<file path="src/rtl/tatc_pkg.sv">
// Shared types, ROM contents and widths for the thermistor temperature core.
// No dependencies.
package tatc_pkg;

    localparam int RowCount = 51;
    localparam int RowW     = 6;
    localparam int ResW     = 28;
    localparam int AdcW     = 12;
    localparam int SerW     = 16;
    localparam int TempW    = 7;
    localparam int BoundW   = 14;
    localparam int CfgIdxW  = 1;

    localparam logic [CfgIdxW-1:0] CFG_SERIES = 1'd0;
    localparam logic [CfgIdxW-1:0] CFG_SUPPLY = 1'd1;

    typedef struct packed {
        logic [TempW-1:0]  temp;
        logic [BoundW-1:0] lo;
        logic [BoundW-1:0] hi;
    } row_t;

    typedef struct packed {
        logic start;
        logic zero_in;
        logic clamp;
    } cmd_t;

    typedef struct packed {
        logic div_done;
        logic scan_done;
    } sts_t;

    function automatic row_t rom_row(input logic [RowW-1:0] i);
        row_t r;
        case (i)
            6'd0:  r = '{7'd20, 14'd12351, 14'd12657};
            6'd1:  r = '{7'd21, 14'd11811, 14'd12092};
            6'd2:  r = '{7'd22, 14'd11296, 14'd11555};
            6'd3:  r = '{7'd23, 14'd10808, 14'd11045};
            6'd4:  r = '{7'd24, 14'd10342, 14'd10561};
            6'd5:  r = '{7'd25, 14'd9900,  14'd10100};
            6'd6:  r = '{7'd26, 14'd9537,  14'd9784};
            6'd7:  r = '{7'd27, 14'd9223,  14'd9434};
            6'd8:  r = '{7'd28, 14'd8948,  14'd9163};
            6'd9:  r = '{7'd29, 14'd8698,  14'd8897};
            6'd10: r = '{7'd30, 14'd7952,  14'd8147};
            6'd11: r = '{7'd31, 14'd7542,  14'd7707};
            6'd12: r = '{7'd32, 14'd7191,  14'd7346};
            6'd13: r = '{7'd33, 14'd6890,  14'd7044};
            6'd14: r = '{7'd34, 14'd6627,  14'd6781};
            6'd15: r = '{7'd35, 14'd6427,  14'd6613};
            6'd16: r = '{7'd36, 14'd6277,  14'd6562};
            6'd17: r = '{7'd37, 14'd6171,  14'd6457};
            6'd18: r = '{7'd38, 14'd6096,  14'd6385};
            6'd19: r = '{7'd39, 14'd6058,  14'd6338};
            6'd20: r = '{7'd40, 14'd5226,  14'd5400};
            6'd21: r = '{7'd41, 14'd4940,  14'd5102};
            6'd22: r = '{7'd42, 14'd4683,  14'd4840};
            6'd23: r = '{7'd43, 14'd4459,  14'd4614};
            6'd24: r = '{7'd44, 14'd4261,  14'd4415};
            6'd25: r = '{7'd45, 14'd4274,  14'd4434};
            6'd26: r = '{7'd46, 14'd4012,  14'd4163};
            6'd27: r = '{7'd47, 14'd3777,  14'd3918};
            6'd28: r = '{7'd48, 14'd3557,  14'd3691};
            6'd29: r = '{7'd49, 14'd3352,  14'd3481};
            6'd30: r = '{7'd50, 14'd3516,  14'd3661};
            6'd31: r = '{7'd51, 14'd3298,  14'd3437};
            6'd32: r = '{7'd52, 14'd3098,  14'd3237};
            6'd33: r = '{7'd53, 14'd2915,  14'd3046};
            6'd34: r = '{7'd54, 14'd2746,  14'd2875};
            6'd35: r = '{7'd55, 14'd2908,  14'd3039};
            6'd36: r = '{7'd56, 14'd2736,  14'd2858};
            6'd37: r = '{7'd57, 14'd2582,  14'd2698};
            6'd38: r = '{7'd58, 14'd2439,  14'd2552};
            6'd39: r = '{7'd59, 14'd2309,  14'd2419};
            6'd40: r = '{7'd60, 14'd2417,  14'd2535};
            6'd41: r = '{7'd61, 14'd2286,  14'd2401};
            6'd42: r = '{7'd62, 14'd2165,  14'd2280};
            6'd43: r = '{7'd63, 14'd2051,  14'd2165};
            6'd44: r = '{7'd64, 14'd1943,  14'd2053};
            6'd45: r = '{7'd65, 14'd2019,  14'd2126};
            6'd46: r = '{7'd66, 14'd1906,  14'd2008};
            6'd47: r = '{7'd67, 14'd1805,  14'd1901};
            6'd48: r = '{7'd68, 14'd1710,  14'd1802};
            6'd49: r = '{7'd69, 14'd1620,  14'd1710};
            default: r = '{7'd70, 14'd1695, 14'd1790};
        endcase
        return r;
    endfunction

endpackage

</file>
<file path="src/rtl/tatc_datapath.sv">
// Datapath: multiply, restoring divider and ROM scan for the temperature core.
// Depends on tatc_pkg.
module tatc_datapath import tatc_pkg::*; (
    input  logic              aclk,
    input  logic              aresetn,
    input  cmd_t              cmd,
    input  logic [AdcW-1:0]   adc_mv,
    input  logic [SerW-1:0]   series,
    input  logic [AdcW-1:0]   supply,
    output sts_t              sts,
    output logic [TempW-1:0]  temp_out,
    output logic              exact_out,
    output logic              open_out,
    output logic [ResW-1:0]   res_out
);

    typedef enum logic [1:0] {P_IDLE, P_DIV, P_SCAN} phase_t;

    phase_t             phase_reg;
    logic [ResW-1:0]    quo_reg;
    logic [AdcW:0]      rem_reg;
    logic [AdcW-1:0]    den_reg;
    logic [4:0]         cnt_reg;
    logic [RowW-1:0]    row_reg;
    logic [ResW-1:0]    res_reg;
    logic [ResW-1:0]    best_d_reg;
    logic [TempW-1:0]   best_t_reg;
    logic               exact_reg;
    logic               open_reg;
    logic               div_done_reg;
    logic               scan_done_reg;

    logic [ResW-1:0]    prod;
    logic [AdcW:0]      trial;
    logic [AdcW:0]      trial_sub;
    row_t               row;
    logic [ResW-1:0]    lo_w, hi_w, dl, dh, d;
    logic               hit;

    assign prod = ResW'(series) * ResW'(supply - adc_mv);
    assign trial = {rem_reg[AdcW-1:0], quo_reg[ResW-1]};
    assign trial_sub = trial - {1'b0, den_reg};
    assign row = rom_row(row_reg);
    assign lo_w = ResW'(row.lo);
    assign hi_w = ResW'(row.hi);
    assign dl = (res_reg >= lo_w) ? res_reg - lo_w : lo_w - res_reg;
    assign dh = (res_reg >= hi_w) ? res_reg - hi_w : hi_w - res_reg;
    assign d = (dl < dh) ? dl : dh;
    assign hit = (res_reg >= lo_w) && (res_reg <= hi_w);

    always_ff @(posedge aclk) begin
        if (!aresetn) begin
            phase_reg     <= P_IDLE;
            div_done_reg  <= 1'b0;
            scan_done_reg <= 1'b0;
        end else begin
            div_done_reg  <= 1'b0;
            scan_done_reg <= 1'b0;
            case (phase_reg)
                P_IDLE: begin
                    if (cmd.start) begin
                        open_reg  <= cmd.zero_in;
                        exact_reg <= 1'b0;
                        row_reg   <= '0;
                        quo_reg   <= prod;
                        rem_reg   <= '0;
                        den_reg   <= adc_mv;
                        cnt_reg   <= '0;
                        if (cmd.zero_in) begin
                            res_reg       <= '1;
                            best_t_reg    <= rom_row('0).temp;
                            scan_done_reg <= 1'b1;
                        end else if (cmd.clamp) begin
                            res_reg      <= '0;
                            div_done_reg <= 1'b1;
                            phase_reg    <= P_SCAN;
                        end else begin
                            phase_reg <= P_DIV;
                        end
                    end
                end
                P_DIV: begin
                    if (!trial_sub[AdcW]) begin
                        rem_reg <= trial_sub;
                        quo_reg <= {quo_reg[ResW-2:0], 1'b1};
                    end else begin
                        rem_reg <= trial;
                        quo_reg <= {quo_reg[ResW-2:0], 1'b0};
                    end
                    cnt_reg <= cnt_reg + 5'd1;
                    if (cnt_reg == 5'(ResW - 1)) begin
                        div_done_reg <= 1'b1;
                        phase_reg    <= P_SCAN;
                        res_reg      <= {quo_reg[ResW-2:0], ~trial_sub[AdcW]};
                    end
                end
                P_SCAN: begin
                    if (row_reg == '0) begin
                        best_d_reg <= (res_reg >= lo_w) ? res_reg - lo_w : lo_w - res_reg;
                        best_t_reg <= row.temp;
                    end
                    if (hit) begin
                        best_t_reg    <= row.temp;
                        exact_reg     <= 1'b1;
                        scan_done_reg <= 1'b1;
                        phase_reg     <= P_IDLE;
                    end else begin
                        if (row_reg == '0 ? (d < dl) : (d < best_d_reg)) begin
                            best_d_reg <= d;
                            best_t_reg <= row.temp;
                        end
                        row_reg <= row_reg + 6'd1;
                        if (row_reg == RowW'(RowCount - 1)) begin
                            scan_done_reg <= 1'b1;
                            phase_reg     <= P_IDLE;
                        end
                    end
                end
                default: phase_reg <= P_IDLE;
            endcase
        end
    end

    assign sts = '{div_done: div_done_reg, scan_done: scan_done_reg};
    assign temp_out  = best_t_reg;
    assign exact_out = exact_reg;
    assign open_out  = open_reg;
    assign res_out   = res_reg;

endmodule

</file>
<file path="src/rtl/tatc_ctrl.sv">
// Controller: input handshake, sequencing of the datapath and output handshake.
// Depends on tatc_pkg.
module tatc_ctrl import tatc_pkg::*; (
    input  logic              aclk,
    input  logic              aresetn,
    input  logic              s_tvalid,
    output logic              s_tready,
    input  logic [AdcW-1:0]   adc_mv,
    input  logic [AdcW-1:0]   supply,
    output cmd_t              cmd,
    input  sts_t              sts,
    output logic              busy,
    output logic              load_out,
    input  logic              m_tready,
    output logic              m_tvalid
);

    typedef enum logic [1:0] {S_IDLE, S_RUN, S_OUT} state_t;

    state_t state_reg;
    logic   take;

    assign s_tready = (state_reg == S_IDLE);
    assign take = s_tvalid && s_tready;
    assign cmd = '{start: take, zero_in: (adc_mv == '0), clamp: (adc_mv >= supply)};
    assign busy = (state_reg != S_IDLE);
    assign load_out = sts.scan_done;
    assign m_tvalid = (state_reg == S_OUT);

    always_ff @(posedge aclk) begin
        if (!aresetn) begin
            state_reg <= S_IDLE;
        end else begin
            case (state_reg)
                S_IDLE: if (take) state_reg <= S_RUN;
                S_RUN:  if (sts.scan_done) state_reg <= S_OUT;
                S_OUT:  if (m_tready) state_reg <= S_IDLE;
                default: state_reg <= S_IDLE;
            endcase
        end
    end

endmodule

</file>
<file path="src/rtl/thermistor_adc_to_temperature_core.sv">
// Top level of the thermistor reading to temperature core.
// Depends on tatc_pkg, tatc_ctrl and tatc_datapath.
//
// channel   direction  payload
// s_        in         tdata[11:0] adc_mv
// m_        out        tdata[6:0] temperature_c, [7] exact_match, [8] open_input,
//                      [36:9] resistance_ohms
// cfg_      in         index 0 series_resistance_ohms, 1 supply_mv
//
// One item at a time. m_tvalid rises after the input transfer once the datapath is
// done: a zero reading skips the divider and the scan, a clamped reading skips only
// the divider, any other reading is divided and then scanned (the scan stops early on an exact match).
// The result holds until transferred; s_tready returns the cycle after that.
// Reset is synchronous, active low.
module thermistor_adc_to_temperature_core import tatc_pkg::*; (
    input  logic                aclk,
    input  logic                aresetn,
    input  logic                s_tvalid,
    output logic                s_tready,
    input  logic [15:0]         s_tdata,   // adc_mv
    output logic                m_tvalid,
    input  logic                m_tready,
    output logic [39:0]         m_tdata,   // temperature_c, exact_match, open_input, resistance
    input  logic                cfg_valid,
    output logic                cfg_ready,
    input  logic [CfgIdxW-1:0]  cfg_index,
    input  logic [15:0]         cfg_data
);

    logic [SerW-1:0]  series_reg;
    logic [AdcW-1:0]  supply_reg;
    cmd_t             cmd;
    sts_t             sts;
    logic             busy, load_out;
    logic [TempW-1:0] temp_w;
    logic             exact_w, open_w;
    logic [ResW-1:0]  res_w;

    assign cfg_ready = 1'b1;

    always_ff @(posedge aclk) begin
        if (!aresetn) begin
            series_reg <= SerW'(10000);
            supply_reg <= AdcW'(3300);
        end else if (cfg_valid) begin
            case (cfg_index)
                CFG_SERIES: series_reg <= cfg_data;
                CFG_SUPPLY: supply_reg <= cfg_data[AdcW-1:0];
                default: ;
            endcase
        end
    end

    tatc_ctrl u_ctrl (
        .aclk, .aresetn, .s_tvalid, .s_tready,
        .adc_mv(s_tdata[AdcW-1:0]), .supply(supply_reg),
        .cmd, .sts, .busy, .load_out, .m_tready, .m_tvalid
    );

    tatc_datapath u_dp (
        .aclk, .aresetn, .cmd, .adc_mv(s_tdata[AdcW-1:0]),
        .series(series_reg), .supply(supply_reg), .sts,
        .temp_out(temp_w), .exact_out(exact_w), .open_out(open_w), .res_out(res_w)
    );

    assign m_tdata = {3'b000, res_w, open_w, exact_w, temp_w};

    a_out_after_scan: assert property (@(posedge aclk) disable iff (!aresetn)
        load_out |=> m_tvalid) else $error("result not presented after scan");
    a_no_take_busy: assert property (@(posedge aclk) disable iff (!aresetn)
        busy |-> !s_tready) else $error("input taken while busy");
    a_open_no_exact: assert property (@(posedge aclk) disable iff (!aresetn)
        m_tvalid && open_w |-> !exact_w) else $error("open input flagged exact");

endmodule
</file>
<file path="config.mk">
export PLATFORM = sky130hd
export DESIGN_NAME = thermistor_adc_to_temperature_core
export DESIGN_NICKNAME = d
export VERILOG_FILES = /design/src/rtl/tatc_pkg.sv /design/src/rtl/tatc_datapath.sv /design/src/rtl/tatc_ctrl.sv /design/src/rtl/thermistor_adc_to_temperature_core.sv
export SDC_FILE = /design/constraint.sdc
export NUM_CORES = 1
export LEC_CHECK = 0
export ABC_AREA = 0
export BUFFER_PORTS_ARGS = -buffer_cell sky130_fd_sc_hd__buf_2
export CELL_PAD_IN_SITES_DETAIL_PLACEMENT = 2
export CELL_PAD_IN_SITES_GLOBAL_PLACEMENT = 2
export CORE_MARGIN = 5
export CORE_UTILIZATION = 35
export CTS_CLUSTER_SIZE = 16
export DETAILED_ROUTE_END_ITERATION = 8
export GPL_TIMING_DRIVEN = 0
export PLACE_DENSITY = 0.8
export SYNTH_ARGS = -nofsm -noshare
export SYNTH_HDL_FRONTEND = slang
export SYNTH_HIERARCHICAL = 1
export SYNTH_SLANG_ARGS = --single-unit
</file>
<file path="constraint.sdc">
create_clock -name aclk -period 19.5 [get_ports aclk]
set_input_delay 0.975 -clock aclk [delete_from_list [all_inputs] [get_ports aclk]]
set_output_delay 0.975 -clock aclk [all_outputs]
set_load 0.05 [all_outputs]
</file>
==> flow_metrics.env <==
export IMPL_outcome="finished clean"
export IMPL_place_gp_congestion=0.986
export IMPL_swShare_pct=51.7
export IMPL_finalCritPeriodShare_pct=63.8
export IMPL_fmax_mhz=80.4
export IMPL_final_max_slew_viol_count=0
export IMPL_wl_met3_mm=3.77
export IMPL_detail_route_wl_per_cell_um=25.6
export IMPL_cts_sinks=195
export IMPL_cts_root_buf="clkbuf_16"
export IMPL_multi_input_area_um2=16500
export IMPL_hold_class="flip-flop to flip-flop"
export IMPL_clk_insertion_delay_late_ns=0.50
export IMPL_highest_layer="met4"
export IMPL_fp_coreArea_um2=67000
export IMPL_ant_nets=0
export IMPL_max_clock_path_buffers=2
export IMPL_numCtsBuffers=17
export IMPL_worst_pin_slew_ns=1.30
export IMPL_grt_max_degree=46
export IMPL_ir_worst_vdd_uv=137
export IMPL_drt_wl_total_mm=96.2
export IMPL_end_kind="flip-flop"
export IMPL_power_uw=4320
export IMPL_start_util_pct=35.3
export IMPL_rsz0062_at_grt="false"
export IMPL_fill_cells=7633
export IMPL_maxCapViolCount=0
export IMPL_fin_util_pct=38.4
export IMPL_cts_resized=0
export IMPL_crit_required_ns=19.69
export IMPL_port_buffers=71
export IMPL_power_leakage_uw=0.0118
export IMPL_p_comb_share_pct=76.0
export IMPL_grt_pass1_wl_mm=147
export IMPL_post_cts_setup_buffer_count=0
export IMPL_avgSynthCellArea_um2=8.51
export IMPL_power_frac_clock_pct=8.8
export IMPL_finalSetupViolations=0
export IMPL_grt_overflow_total=0
export IMPL_path_class="flip-flop to flip-flop"
export IMPL_start_kind="flip-flop"
export IMPL_drt_pass1_iter_count=5
export IMPL_crit_slowest_cell="a2111oi_0"
export IMPL_netlist_area_um2=23700
export IMPL_cpMostUsedCell="clkbuf_1"
export IMPL_drt_iter0_drc=1188
export IMPL_path_max_fanout=10
export IMPL_period_minus_slack_ns=12.44
export IMPL_hold_buffers=0
export IMPL_viasPerCell=5.74
export IMPL_grt_pass1_vias=24300
export IMPL_largest_register_ffs=40
export IMPL_die_x_um=270
export IMPL_std_cell_rows=95
export IMPL_hold_ws_ns=0.493
export IMPL_ff_latch_area_um2=5180
export IMPL_drive_gt1_share_pct=7.21
export IMPL_antenna_found_initial=2
export IMPL_setup_tns_ns=0
export IMPL_slew_limit_headroom_pct=12.0
export IMPL_hold_viol=0
export IMPL_area_growth_pct=8.90
export IMPL_met2_wirelength_mm=48.4
export IMPL_worstPathArrival_ns=12.63
export IMPL_drc_errors=0
export IMPL_clk_pin_slew_ns=0.08
export IMPL_power_density_nw_per_um2=168
export IMPL_fin_skew_ns=0.0179
export IMPL_seqPwrFrac_pct=15.2
export IMPL_cpPeakStageDelay_ns=0.88
export IMPL_m1WireLength_mm=40.5
export IMPL_die_h_um=270
export IMPL_num_vias=21600
export IMPL_nets=3358
export IMPL_htreeDepth=4
export IMPL_ys_warn_count=6
export IMPL_dp_hpwl_mm=78.5
export IMPL_cts_tree="yes"
export IMPL_grtUsageTotal_pct=25.8
export IMPL_dpl_cell_area_um2=25100
export IMPL_dieArea_um2=72900
export IMPL_synthCells=2778
export IMPL_p_int_uw=2080
export IMPL_switchingPower_uw=2230
export IMPL_num_io_pins=81
export IMPL_fin_area_um2=25800
## routing by layer
| metal | track usage, % | up-vias |
|---|---|---|
| met2 | 46.5 | 616 |
| li1 | - | 9728 |
| met4 | 9.05 | 0 |
| met1 | 31.8 | 11100 |
| met3 | 2.90 | 157 |
| met5 | 0 | - |
## layout make-up
cell class	instances	share of cell area, %
clock inverter	15	0.724
clock buffer	17	1.65
timing repair buffer	73	1.50
multi-input combinational	2084	63.9
antenna	1	0.00972
inverter	345	5.03
buffer	156	2.82
sequential	195	20.1
tap	873	4.24
## power groups by stage
| stage | Sequential [uW] | Clock, uW | Combinational, uW |
|---|---|---|---|
| after floorplan | 648 | 0 | 2270 |
| after global placement | 658 | 0 | 2950 |
| after detailed placement | 664 | 0 | 3230 |
| after CTS | 655 | 391 | 3310 |
| after global routing | 660 | 407 | 3670 |
| final | 655 | 381 | 3280 |
## critical path, delay by kind of cell (launching register included)
family	cells	cell delay (ns)
xor+xnor	1	0.21
simple gates	10	2.51
flops	1	0.53
fa+ha+maj	3	0.93
mux	2	0.66
buf+inv	9	4.11
compound gates	10	3.14
## cell usage in the layout, fill, tap and decap left out, types with 54 or more instances in the layout
cell	count
clkbuf_1	94
mux2i_1	59
edfxtp_1	128
buf_2	103
dfxtp_1	67
ha_1	288
inv_1	339
nand2_1	352
nor3_1	54
and2_1	64
nor2_1	170
fa_1	160
a21oi_1	149
xnor2_1	65
o21ai_0	107
## worst paths after layout
kind / start / endpoint / slack [ns] / cells after the start
worst max-delay path: u_dp/res_out[13] / u_dp/best_d_reg[26] / 7.06 / 35
worst max register to register: u_dp/res_out[13] / u_dp/best_d_reg[26] / 7.06 / 35
worst min register to register: u_dp/row[30] / u_dp/temp_out[2] / 0.49 / 1
worst min-delay path: u_dp/row[30] / u_dp/temp_out[2] / 0.49 / 1
## stage by stage
| stage | std cells | setup WS, ns |
|---|---|---|
| after floorplan | 2780 | 10.47 |
| after global placement | 3724 | 7.99 |
| after detailed placement | 3726 | 7.52 |
| after CTS | 3758 | 7.40 |
| after global routing | 3758 | 6.57 |
| final | 3759 | 7.06 |
(Power assumes the default switching activity.)
